File: src/hdl/prq_pkg.sv
// Package for the ready-queue scheduler: field widths, request and status codes,
// and the command and status structs between the controller and the datapath.
// No dependencies.
package prq_pkg;

  localparam int PRIO_COUNT_DEF = 32;
  localparam int TASK_COUNT_DEF = 64;

  localparam int KIND_W    = 2;
  localparam int TASK_ID_W = 6;
  localparam int PRIO_W    = 5;
  localparam int STATUS_W  = 2;

  localparam logic [KIND_W-1:0] KIND_READY     = 2'd0;
  localparam logic [KIND_W-1:0] KIND_NOT_READY = 2'd1;
  localparam logic [KIND_W-1:0] KIND_PRIO      = 2'd2;

  localparam logic [STATUS_W-1:0] STATUS_DONE     = 2'd0;
  localparam logic [STATUS_W-1:0] STATUS_WRONG    = 2'd1;
  localparam logic [STATUS_W-1:0] STATUS_RESERVED = 2'd2;

  typedef struct packed {
    logic                take;
    logic                rd1;
    logic                rd2;
    logic                append;
    logic                unlink;
    logic                set_level;
    logic                rd_app;
    logic                scan;
    logic                pick;
    logic                finish;
    logic [STATUS_W-1:0] status;
  } prq_cmd_t;

  typedef struct packed {
    logic              in_valid;
    logic [KIND_W-1:0] kind;
    logic              bad;
    logic              task_rdy;
    logic              task_idle;
    logic              np_reserved;
    logic              emptied;
    logic              out_free;
  } prq_sts_t;

endpackage

File: src/hdl/prq_in_if.sv
// Request channel: valid/ready handshake with the request fields.
// Depends on prq_pkg.
interface prq_in_if
  import prq_pkg::*;
();
  logic                 valid;
  logic                 ready;
  logic [KIND_W-1:0]    kind;
  logic [TASK_ID_W-1:0] task_id;
  logic [PRIO_W-1:0]    new_level;

  modport source (output valid, kind, task_id, new_level, input ready);
  modport sink (input valid, kind, task_id, new_level, output ready);
endinterface

File: src/hdl/prq_out_if.sv
// Result channel: valid/ready handshake with next task and status.
// Depends on prq_pkg.
interface prq_out_if
  import prq_pkg::*;
();
  logic                 valid;
  logic                 ready;
  logic [TASK_ID_W-1:0] next_task;
  logic [STATUS_W-1:0]  status;

  modport source (output valid, next_task, status, input ready);
  modport sink (input valid, next_task, status, output ready);
endinterface

File: src/hdl/prq_ctrl.sv
// Sequencer for the scheduler: walks each request through its read, update,
// rescan and reply steps. Depends on prq_pkg.
module prq_ctrl
  import prq_pkg::*;
(
  input  logic     clk,
  input  logic     rst_n,
  input  prq_sts_t sts,
  output prq_cmd_t cmd
);

  typedef enum logic [3:0] {
    S_IDLE, S_CHECK, S_RD1, S_RD2, S_EXEC, S_RDAPP, S_APP, S_SCAN, S_PICK, S_FIN
  } state_t;

  state_t              state_r, state_nxt;
  logic [STATUS_W-1:0] status_r, status_nxt;

  always_comb begin
    state_nxt  = state_r;
    status_nxt = status_r;
    cmd        = '0;
    cmd.status = status_r;
    case (state_r)
      S_IDLE: begin
        cmd.take = 1'b1;
        if (sts.in_valid) begin
          state_nxt  = S_CHECK;
          status_nxt = STATUS_DONE;
        end
      end
      S_CHECK: begin
        if (sts.bad) begin
          status_nxt = STATUS_WRONG;
          state_nxt  = S_FIN;
        end else begin
          case (sts.kind)
            KIND_READY: begin
              if (sts.task_rdy) begin
                status_nxt = STATUS_WRONG;
                state_nxt  = S_FIN;
              end else begin
                state_nxt = S_RD1;
              end
            end
            KIND_NOT_READY: begin
              if (sts.task_idle || !sts.task_rdy) begin
                status_nxt = STATUS_WRONG;
                state_nxt  = S_FIN;
              end else begin
                state_nxt = S_RD1;
              end
            end
            default: begin
              if (sts.np_reserved) begin
                status_nxt = STATUS_RESERVED;
                state_nxt  = S_FIN;
              end else if (!sts.task_rdy) begin
                cmd.set_level = 1'b1;
                state_nxt     = S_FIN;
              end else begin
                state_nxt = S_RD1;
              end
            end
          endcase
        end
      end
      S_RD1: begin
        cmd.rd1   = 1'b1;
        state_nxt = S_RD2;
      end
      S_RD2: begin
        cmd.rd2   = 1'b1;
        state_nxt = S_EXEC;
      end
      S_EXEC: begin
        case (sts.kind)
          KIND_READY: begin
            cmd.append = 1'b1;
            state_nxt  = S_FIN;
          end
          KIND_NOT_READY: begin
            cmd.unlink = 1'b1;
            state_nxt  = sts.emptied ? S_SCAN : S_FIN;
          end
          default: begin
            cmd.unlink    = 1'b1;
            cmd.set_level = 1'b1;
            state_nxt     = S_RDAPP;
          end
        endcase
      end
      S_RDAPP: begin
        cmd.rd_app = 1'b1;
        state_nxt  = S_APP;
      end
      S_APP: begin
        cmd.append = 1'b1;
        state_nxt  = S_SCAN;
      end
      S_SCAN: begin
        cmd.scan  = 1'b1;
        state_nxt = S_PICK;
      end
      S_PICK: begin
        cmd.pick  = 1'b1;
        state_nxt = S_FIN;
      end
      S_FIN: begin
        if (sts.out_free) begin
          cmd.finish = 1'b1;
          state_nxt  = S_IDLE;
        end
      end
      default: state_nxt = S_IDLE;
    endcase
  end

  always_ff @(posedge clk) begin
    if (!rst_n) begin
      state_r  <= S_IDLE;
      status_r <= STATUS_DONE;
    end else begin
      state_r  <= state_nxt;
      status_r <= status_nxt;
    end
  end

endmodule

File: src/hdl/prq_dpath.sv
// Scheduler datapath: link, level, head and tail stores, ready bitmap,
// chosen task and the result register. Depends on prq_pkg and the channel interfaces.
module prq_dpath
  import prq_pkg::*;
#(
  parameter int PRIORITY_COUNT = PRIO_COUNT_DEF,
  parameter int TASK_COUNT     = TASK_COUNT_DEF
) (
  input  logic      clk,
  input  logic      rst_n,
  prq_in_if.sink    in_ch,
  prq_out_if.source out_ch,
  input  prq_cmd_t  cmd,
  output prq_sts_t  sts
);

  localparam int LW = $clog2(PRIORITY_COUNT);
  localparam int TW = $clog2(TASK_COUNT);
  localparam logic [LW-1:0] LOWEST = LW'(PRIORITY_COUNT - 1);

  // request
  logic [KIND_W-1:0] kind_r;
  logic [TW-1:0]     t_r;
  logic [PRIO_W-1:0] np_r;
  logic              range_ok_r;

  // stores
  logic [TW-1:0] lnext_mem [TASK_COUNT];
  logic [TW-1:0] lprev_mem [TASK_COUNT];
  logic [LW-1:0] lvl_mem   [TASK_COUNT];
  logic [TW-1:0] head_mem  [PRIORITY_COUNT];
  logic [TW-1:0] tail_mem  [PRIORITY_COUNT];
  logic [TASK_COUNT-1:0]     lvl_vld_r, ready_r, ready_nxt;
  logic [PRIORITY_COUNT-1:0] head_vld_r, tail_vld_r, bitmap_r, bitmap_nxt;
  logic [TW-1:0] chosen_r, chosen_nxt;
  logic [LW-1:0] chosen_lvl_r, chosen_lvl_nxt;

  // read data
  logic [LW-1:0] lvl_q, scan_lvl_q;
  logic          lvl_vq, head_vq, tail_vq, scan_empty_q;
  logic [TW-1:0] nx_q, pv_q, head_q, tail_q;

  // result
  logic                 out_valid_r;
  logic [TASK_ID_W-1:0] out_task_r;
  logic [STATUS_W-1:0]  out_status_r;

  logic [LW-1:0] lv, np_lv, app_lv, hd_ra, tl_ra, hd_wa, tl_wa;
  logic [TW-1:0] head_eff, tail_eff, hd_wd, ln_wa, ln_wd, lp_wa, lp_wd;
  logic          hd_we, tl_we, ln_we, lp_we, is_head, is_tail;
  logic [LW:0]   ffs_res;

  function automatic logic [LW:0] ffs(input logic [PRIORITY_COUNT-1:0] v);
    logic [LW:0] r;
    r = '0;
    for (int i = PRIORITY_COUNT - 1; i >= 0; i--) begin
      if (v[i]) r = {1'b1, LW'(i)};
    end
    return r;
  endfunction

  assign lv       = lvl_vq ? lvl_q : LOWEST;
  assign np_lv    = LW'(np_r);
  assign app_lv   = (kind_r == KIND_PRIO) ? np_lv : lv;
  assign head_eff = head_vq ? head_q : '0;
  assign tail_eff = tail_vq ? tail_q : '0;
  assign is_head  = (head_eff == t_r);
  assign is_tail  = (tail_eff == t_r);
  assign ffs_res  = ffs(bitmap_r);
  assign hd_ra    = cmd.scan ? ffs_res[LW-1:0] : lv;
  assign tl_ra    = cmd.rd_app ? np_lv : lv;

  assign sts.in_valid    = in_ch.valid;
  assign sts.kind        = kind_r;
  assign sts.bad         = !range_ok_r || (kind_r != KIND_READY && kind_r != KIND_NOT_READY
                                           && kind_r != KIND_PRIO);
  assign sts.task_rdy    = ready_r[t_r];
  assign sts.task_idle   = (t_r == '0);
  assign sts.np_reserved = (32'(np_r) >= 32'(PRIORITY_COUNT - 1));
  assign sts.emptied     = is_head && is_tail;
  assign sts.out_free    = !out_valid_r || out_ch.ready;

  // no request is taken while reset is held
  assign in_ch.ready      = cmd.take && rst_n;
  assign out_ch.valid     = out_valid_r;
  assign out_ch.next_task = out_task_r;
  assign out_ch.status    = out_status_r;

  // queue updates
  always_comb begin
    hd_we = 1'b0; hd_wa = app_lv; hd_wd = t_r;
    tl_we = 1'b0; tl_wa = app_lv;
    ln_we = 1'b0; ln_wa = tail_eff; ln_wd = t_r;
    lp_we = 1'b0; lp_wa = t_r;      lp_wd = tail_eff;
    bitmap_nxt     = bitmap_r;
    ready_nxt      = ready_r;
    chosen_nxt     = chosen_r;
    chosen_lvl_nxt = chosen_lvl_r;
    if (cmd.append) begin
      if (!bitmap_r[app_lv]) begin
        hd_we = 1'b1;
      end else begin
        ln_we = 1'b1;
        lp_we = 1'b1;
      end
      tl_we              = 1'b1;
      bitmap_nxt[app_lv] = 1'b1;
      ready_nxt[t_r]     = 1'b1;
      if (kind_r == KIND_READY && lv < chosen_lvl_r) begin
        chosen_nxt     = t_r;
        chosen_lvl_nxt = lv;
      end
    end
    if (cmd.unlink) begin
      hd_wa = lv; hd_wd = nx_q;
      tl_wa = lv;
      ln_wa = pv_q; ln_wd = nx_q;
      lp_wa = nx_q; lp_wd = pv_q;
      if (kind_r == KIND_NOT_READY) ready_nxt[t_r] = 1'b0;
      if (is_head && is_tail) begin
        bitmap_nxt[lv] = 1'b0;
      end else begin
        if (is_head) hd_we = 1'b1;
        else         ln_we = 1'b1;
        if (is_tail) tl_we = 1'b1;
        else         lp_we = 1'b1;
        if (kind_r == KIND_NOT_READY && chosen_r == t_r) begin
          chosen_nxt     = is_head ? nx_q : head_eff;
          chosen_lvl_nxt = lv;
        end
      end
    end
    if (cmd.pick) begin
      chosen_nxt     = scan_empty_q ? '0 : head_eff;
      chosen_lvl_nxt = scan_lvl_q;
    end
  end

  // tail write data is always the request task, or the predecessor on unlink
  always_ff @(posedge clk) begin
    if (tl_we) tail_mem[tl_wa] <= cmd.unlink ? pv_q : t_r;
    if (cmd.rd2 || cmd.rd_app) tail_q <= tail_mem[tl_ra];
    if (cmd.rd2 || cmd.rd_app) tail_vq <= tail_vld_r[tl_ra];
  end

  always_ff @(posedge clk) begin
    if (hd_we) head_mem[hd_wa] <= hd_wd;
    if (cmd.rd2 || cmd.scan) begin
      head_q  <= head_mem[hd_ra];
      head_vq <= head_vld_r[hd_ra];
    end
    if (cmd.scan) begin
      scan_lvl_q   <= ffs_res[LW-1:0];
      scan_empty_q <= !ffs_res[LW];
    end
  end

  always_ff @(posedge clk) begin
    if (ln_we) lnext_mem[ln_wa] <= ln_wd;
    if (cmd.rd1) nx_q <= lnext_mem[t_r];
  end

  always_ff @(posedge clk) begin
    if (lp_we) lprev_mem[lp_wa] <= lp_wd;
    if (cmd.rd1) pv_q <= lprev_mem[t_r];
  end

  always_ff @(posedge clk) begin
    if (cmd.set_level) lvl_mem[t_r] <= np_lv;
    if (cmd.rd1) begin
      lvl_q  <= lvl_mem[t_r];
      lvl_vq <= lvl_vld_r[t_r];
    end
  end

  // request and result payload
  always_ff @(posedge clk) begin
    if (in_ch.valid && cmd.take) begin
      kind_r     <= in_ch.kind;
      t_r        <= TW'(in_ch.task_id);
      np_r       <= in_ch.new_level;
      range_ok_r <= (32'(in_ch.task_id) < 32'(TASK_COUNT));
    end
    if (cmd.finish) begin
      out_task_r   <= TASK_ID_W'(chosen_r);
      out_status_r <= cmd.status;
    end
  end

  // control state
  always_ff @(posedge clk) begin
    if (!rst_n) begin
      lvl_vld_r    <= '0;
      head_vld_r   <= '0;
      tail_vld_r   <= '0;
      bitmap_r     <= {1'b1, {(PRIORITY_COUNT - 1){1'b0}}};
      ready_r      <= {{(TASK_COUNT - 1){1'b0}}, 1'b1};
      chosen_r     <= '0;
      chosen_lvl_r <= LOWEST;
      out_valid_r  <= 1'b0;
    end else begin
      if (cmd.set_level) lvl_vld_r[t_r] <= 1'b1;
      if (hd_we) head_vld_r[hd_wa] <= 1'b1;
      if (tl_we) tail_vld_r[tl_wa] <= 1'b1;
      bitmap_r     <= bitmap_nxt;
      ready_r      <= ready_nxt;
      chosen_r     <= chosen_nxt;
      chosen_lvl_r <= chosen_lvl_nxt;
      if (cmd.finish)        out_valid_r <= 1'b1;
      else if (out_ch.ready) out_valid_r <= 1'b0;
    end
  end

endmodule

File: src/hdl/priority_ready_queue_scheduler.sv
// Ready-queue scheduler top level: sequencer plus datapath.
// Depends on prq_pkg, prq_in_if, prq_out_if, prq_ctrl and prq_dpath.
//
// Keeps one FIFO of task numbers per priority level (lower is more urgent)
// as doubly linked lists in per-task link stores, with a head and tail per
// level, a ready bitmap and the task chosen to run next. Each request word
// makes a task ready, makes it not ready, or changes its priority, and
// yields exactly one result word: the task chosen next and a status code
// (done, wrong state, level reserved for idle). Task 0 is the idle task and
// sits alone at the lowest level after reset. Requests are handled one at a
// time; the cost is set by the single-port link, level, head and tail
// stores, each read through a registered port. A rejected request or a level
// change of a task that is not ready goes straight to the reply; make ready
// and make not ready read the link, level, head and tail stores and then
// append or unlink, adding a find-first-set rescan and head read when
// removal empties a queue; a level change that moves a ready task unlinks
// it, reads the tail at the new level, appends and rescans. A finished
// result sits in an output register; the block waits only if that register
// is still held. No clearing pass is needed after reset.
module priority_ready_queue_scheduler
  import prq_pkg::*;
#(
  parameter int PRIORITY_COUNT = PRIO_COUNT_DEF,
  parameter int TASK_COUNT     = TASK_COUNT_DEF
) (
  input  logic      clk,
  input  logic      rst_n,
  prq_in_if.sink    in_ch,
  prq_out_if.source out_ch
);

  prq_cmd_t cmd;
  prq_sts_t sts;

  prq_ctrl u_ctrl (
    .clk   (clk),
    .rst_n (rst_n),
    .sts   (sts),
    .cmd   (cmd)
  );

  prq_dpath #(
    .PRIORITY_COUNT (PRIORITY_COUNT),
    .TASK_COUNT     (TASK_COUNT)
  ) u_dpath (
    .clk    (clk),
    .rst_n  (rst_n),
    .in_ch  (in_ch),
    .out_ch (out_ch),
    .cmd    (cmd),
    .sts    (sts)
  );

endmodule
File: src/flat_wrapper.sv
// flat-port wrapper written by rule: the top's interface ports become plain ports
module priority_ready_queue_scheduler_flat import prq_pkg::*;
#(
  parameter int PRIORITY_COUNT = PRIO_COUNT_DEF,
  parameter int TASK_COUNT     = TASK_COUNT_DEF
)
  (clk, rst_n, in_ch_valid, in_ch_kind, in_ch_task_id, in_ch_new_level, in_ch_ready, out_ch_valid, out_ch_next_task, out_ch_status, out_ch_ready);
  prq_in_if in_ch_i ();
  prq_out_if out_ch_i ();
  input  logic clk;
  input  logic rst_n;
  input wire logic [$bits(in_ch_i.valid)-1:0] in_ch_valid;
  input wire logic [$bits(in_ch_i.kind)-1:0] in_ch_kind;
  input wire logic [$bits(in_ch_i.task_id)-1:0] in_ch_task_id;
  input wire logic [$bits(in_ch_i.new_level)-1:0] in_ch_new_level;
  output wire logic [$bits(in_ch_i.ready)-1:0] in_ch_ready;
  output wire logic [$bits(out_ch_i.valid)-1:0] out_ch_valid;
  output wire logic [$bits(out_ch_i.next_task)-1:0] out_ch_next_task;
  output wire logic [$bits(out_ch_i.status)-1:0] out_ch_status;
  input wire logic [$bits(out_ch_i.ready)-1:0] out_ch_ready;
  assign in_ch_i.valid = in_ch_valid;
  assign in_ch_i.kind = in_ch_kind;
  assign in_ch_i.task_id = in_ch_task_id;
  assign in_ch_i.new_level = in_ch_new_level;
  assign in_ch_ready = in_ch_i.ready;
  assign out_ch_valid = out_ch_i.valid;
  assign out_ch_next_task = out_ch_i.next_task;
  assign out_ch_status = out_ch_i.status;
  assign out_ch_i.ready = out_ch_ready;
  priority_ready_queue_scheduler #(.PRIORITY_COUNT(PRIORITY_COUNT), .TASK_COUNT(TASK_COUNT)) u_core (.clk(clk), .rst_n(rst_n), .in_ch(in_ch_i), .out_ch(out_ch_i));
endmodule
File: config.mk
export PLATFORM = sky130hd
export DESIGN_NAME = priority_ready_queue_scheduler_flat
export DESIGN_NICKNAME = d
export VERILOG_FILES = /design/src/hdl/prq_pkg.sv /design/src/hdl/prq_in_if.sv /design/src/hdl/prq_out_if.sv /design/src/hdl/prq_ctrl.sv /design/src/hdl/prq_dpath.sv /design/src/hdl/priority_ready_queue_scheduler.sv /design/src/flat_wrapper.sv
export SDC_FILE = /design/constraint.sdc
export NUM_CORES = 2
export LEC_CHECK = 0
export BUFFER_PORTS_ARGS = -buffer_cell sky130_fd_sc_hd__buf_2
export CAP_MARGIN = 0
export CORE_ASPECT_RATIO = 0.6
export CORE_UTILIZATION = 45
export CTS_CLUSTER_SIZE = 8
export DETAILED_ROUTE_END_ITERATION = 6
export GPL_TIMING_DRIVEN = 0
export HOLD_SLACK_MARGIN = 0.06
export PLACE_DENSITY = 0.59
export SETUP_SLACK_MARGIN = 0.5
export SYNTH_ARGS = -nofsm -noshare
export SYNTH_HDL_FRONTEND = slang
export SYNTH_SLANG_ARGS = --single-unit
File: constraint.sdc
create_clock -name clk -period 8.5 [get_ports clk]
set_input_delay 0.425 -clock clk [delete_from_list [all_inputs] [get_ports clk]]
set_output_delay 0.425 -clock clk [all_outputs]
set_load 0.01 [all_outputs]
==> flow_summary.yaml <==
global_routing:
  grt_max_degree: 88
  grt-ovfl-total: 0
  first_global_vias: 50400
  antenna_found_initial: 20
  grt_pass1_wl_microns: 423000
  globalRouteTotalUtil: 0.381
worst_setup_path:
  crit_chain: "buf_2 -> buf_2 -> buf_2 -> nand2_1 -> nor2_2 -> buf_2 -> buf_2 -> a22oi_1 -> a31oi_1 -> nor4_1 -> nand3_1"
  r2r_end: "u_core.u_dpath.pv_q[1]$_DFFE_PP_"
  crit_family: "buffers and inverters"
  cp_num_cells: 11
  crit_fanout: 10
  cp_slowest_cell: "nand2_1"
  startpoint: "u_core.u_dpath.t_r[2]$_DFFE_PP_"
  r2r_setup_slack_ns: 1.24
  r2r_cells: 11
  critPathLaunchType: "flop"
  reg2reg_from: "u_core.u_dpath.t_r[2]$_DFFE_PP_"
  critical_path_required_ns: 9.12
  worstPathArrival_ns: 7.88
  crit_end: "u_core.u_dpath.pv_q[1]$_DFFE_PP_"
  path_buf_inv: 5
  crit_path_end_kind: "flop"
  max_stage_delay_ns: 0.83
  cpMostUsedCell: "buf_2"
  critical_path_class: "reg2reg"
clocking:
  clockBufferDepth: 3
  clock_latency_ns: 0.87
  htree_levels: 4
  cts_inserted_buffers: 239
  cts_tree: "done"
  root_buffer: "clkbuf_16"
  cts_sinks: 1773
  post-cts-setup-buffers: 0
  path_clk_slew_ns: 0.05
timing:
  rsz0062_at_grt: "no"
  finalCritPeriodShare: 0.854
  setup_violations: 0
  fin_crit_ns: 7.26
  worst_pin_slew_ns: 1.72
  hold-worst-slack_ns: 0.279
  fmax_ghz: 0.138
  hold_viol_final: 0
  drv_slew: 241
  slew_headroom: -0.149
  fin_worst_skew_ns: 0.0639
synth:
  synth_cells: 5149
  synth_compound_area_frac: 0.174
  synth_mux_area_frac: 0.0192
  syn-cell-area_sq_mm: 0.0723
  ys_seq_elements: 1773
  yosysUniqueCellTypes: 84
  yosysMostFrequentCell: "edfxtp_1"
  yosysWarnings: 0
  synth_top_family_by_area: "compound AO/OA/AOI/OAI gates"
  synth_top_cell_by_area: "edfxtp_1"
  ys_async_sr_fraction: 0
  synthSimpleGateAreaFrac: 0.0734
  synth_ff_type: "edfxtp_1"
  synthAdderAreaFrac: 0.000692
  synth_area_leaders: "edfxtp_1, dfxtp_1, a22oi_1"
  synth_edf_count: 1531
  ys_seq_area_frac: 0.703
  synth_xor_area_frac: 0.00145
  syn_nets: 5170
  synth_common_cells: "edfxtp_1, nand2_1, a22oi_1, clkbuf_1, dfxtp_1"
  synth_top_area_frac: 0.636
  synth.avg_cell_area_sq_um: 14.0
detailed_routing:
  drc: 15
  vias_per_cell: 7.22
  vias: 56600
  wirelength_microns: 316000
  routedWlPerCell_microns: 40.2
  ant_nets: 0
  dr.first_iter.drc_count: 11800
  drt_first_pass_iters: 7
floorplan:
  core_sq_mm: 0.159
  die_h_microns: 313
  io_pins: 27
  dieArea_sq_mm: 0.162
  rows: 113
  fp.dieW_microns: 520
  start_util: 0.455
power_and_ir_drop:
  p_leak_nw: 26.3
  ir_worst_vdd_uv: 217
  p_per_area_mw_per_mm2: 285
status:
  outcome: "complete, but fails checks"
  violations: "design-rule violations, max-capacitance violations, max-slew violations"
cells_and_area:
  fin_nets: 5584
  multiInputGateArea_sq_mm: 0.0200
  area_growth_pct: 16.5
  drive_gt1_frac: 0.153
  seq_area_sq_mm: 0.0508
  fillerInstances: 13200
  post-route-util: 0.530
  finalInstanceArea_sq_mm: 0.0843
  fin_cells: 7842
flow_run:
  maxCapViolCount: 24
placement:
  placed_cell_area_sq_mm: 0.0773
  dp_hpwl_microns: 220000
  portBuffers: 26
  gp_congestion: 1.03
  dp_cells: 7430
min_path:
  min_path_type: "in2reg"
stage by stage:
stage	power [mW]	setup WS, ns	setup TNS (ns)
2_1_floorplan	12.1	3.97	0
3_5_place_dp	14.8	1.93	0
5_1_grt	24.2	1.87	0
6_report	24.0	1.24	0
3_3_place_gp	14.6	-0.690	-37.97
4_1_cts	23.5	1.90	0
flip-flops by register name (all words and copies together) (netlist names), 32 cells and up:
signal,cells
u_core.u_dpath.lvl_vld_r,64
u_core.u_dpath.head_mem,192
u_core.u_dpath.tail_mem,192
u_core.u_dpath.bitmap_r,32
u_core.u_dpath.tail_vld_r,32
u_core.u_dpath.lnext_mem,384
u_core.u_dpath.ready_r,64
u_core.u_dpath.lvl_mem,320
u_core.u_dpath.head_vld_r,32
u_core.u_dpath.lprev_mem,384
layer usage:
metal / share of wire / GRT usage / wire, microns / vias up
met5: 0.0025 / 0.0299 / 782 / -
met4: 0.036 / 0.129 / 11300 / 20
met3: 0.20 / 0.224 / 64600 / 749
met2: 0.36 / 0.448 / 113000 / 5571
met1: 0.40 / 0.558 / 126000 / 28500
li1: - / - / - / 21800
placed cells by master, fill, tap and decap left out, drive strengths merged, types with 83 or more instances in the layout:
cell	instances
a21oi	126
a221oi	108
nor2	168
a22o	83
nor3	217
o21ai	84
a211oi	179
a31oi	182
edfxtp	1531
nand2	420
mux2i	89
buf	301
a2111oi	154
clkbuf	652
dfxtp	242
a22oi	380
repair_timing:
item	in CTS	in global routing
resized for setup	0	0
hold buffers	15	0
hold endpoints to repair	16	0
cell type report:
type,count,share of cell area
Clock inverter,12,0.00273
Tap cell,2127,0.0316
Buffer,448,0.0235
Timing Repair Buffer,173,0.0211
Inverter,60,0.00282
Clock buffer,347,0.0768
Sequential cell,1773,0.603
Multi-Input combinational cell,2868,0.238
Antenna cell,34,0.00101
how the worst min path moves through the flow:
stage,startpoint,end,cells after the start
2_1_floorplan,u_core.u_ctrl.status_r[0]$_SDFFE_PN0P_,u_core.u_dpath.out_ch.status[0]$_DFFE_PP_,0
3_3_place_gp,u_core.u_ctrl.status_r[0]$_SDFFE_PN0P_,u_core.u_dpath.out_ch.status[0]$_DFFE_PP_,0
3_5_place_dp,u_core.u_ctrl.status_r[0]$_SDFFE_PN0P_,u_core.u_dpath.out_ch.status[0]$_DFFE_PP_,0
4_1_cts,in_ch_new_level[2],u_core.u_dpath.np_lv[2]$_DFFE_PP_,2
5_1_grt,in_ch_new_level[3],u_core.u_dpath.np_lv[3]$_DFFE_PP_,2
6_report,in_ch_new_level[3],u_core.u_dpath.np_lv[3]$_DFFE_PP_,2
power breakdown:
group,total (mW),switching [mW],internal (mW)
Combinational,5.09,4.13,0.966
Sequential,10.0,0.107,9.93
Clock,8.89,3.73,5.16
logic make-up after synthesis:
kind of cell | Yosys count
compound gates | 1607
mux | 125
flops | 1773
xor+xnor | 12
fa+ha+maj | 4
simple gates | 1120
buf+inv | 508
Note: power is estimated with default switching activity, not from simulation.
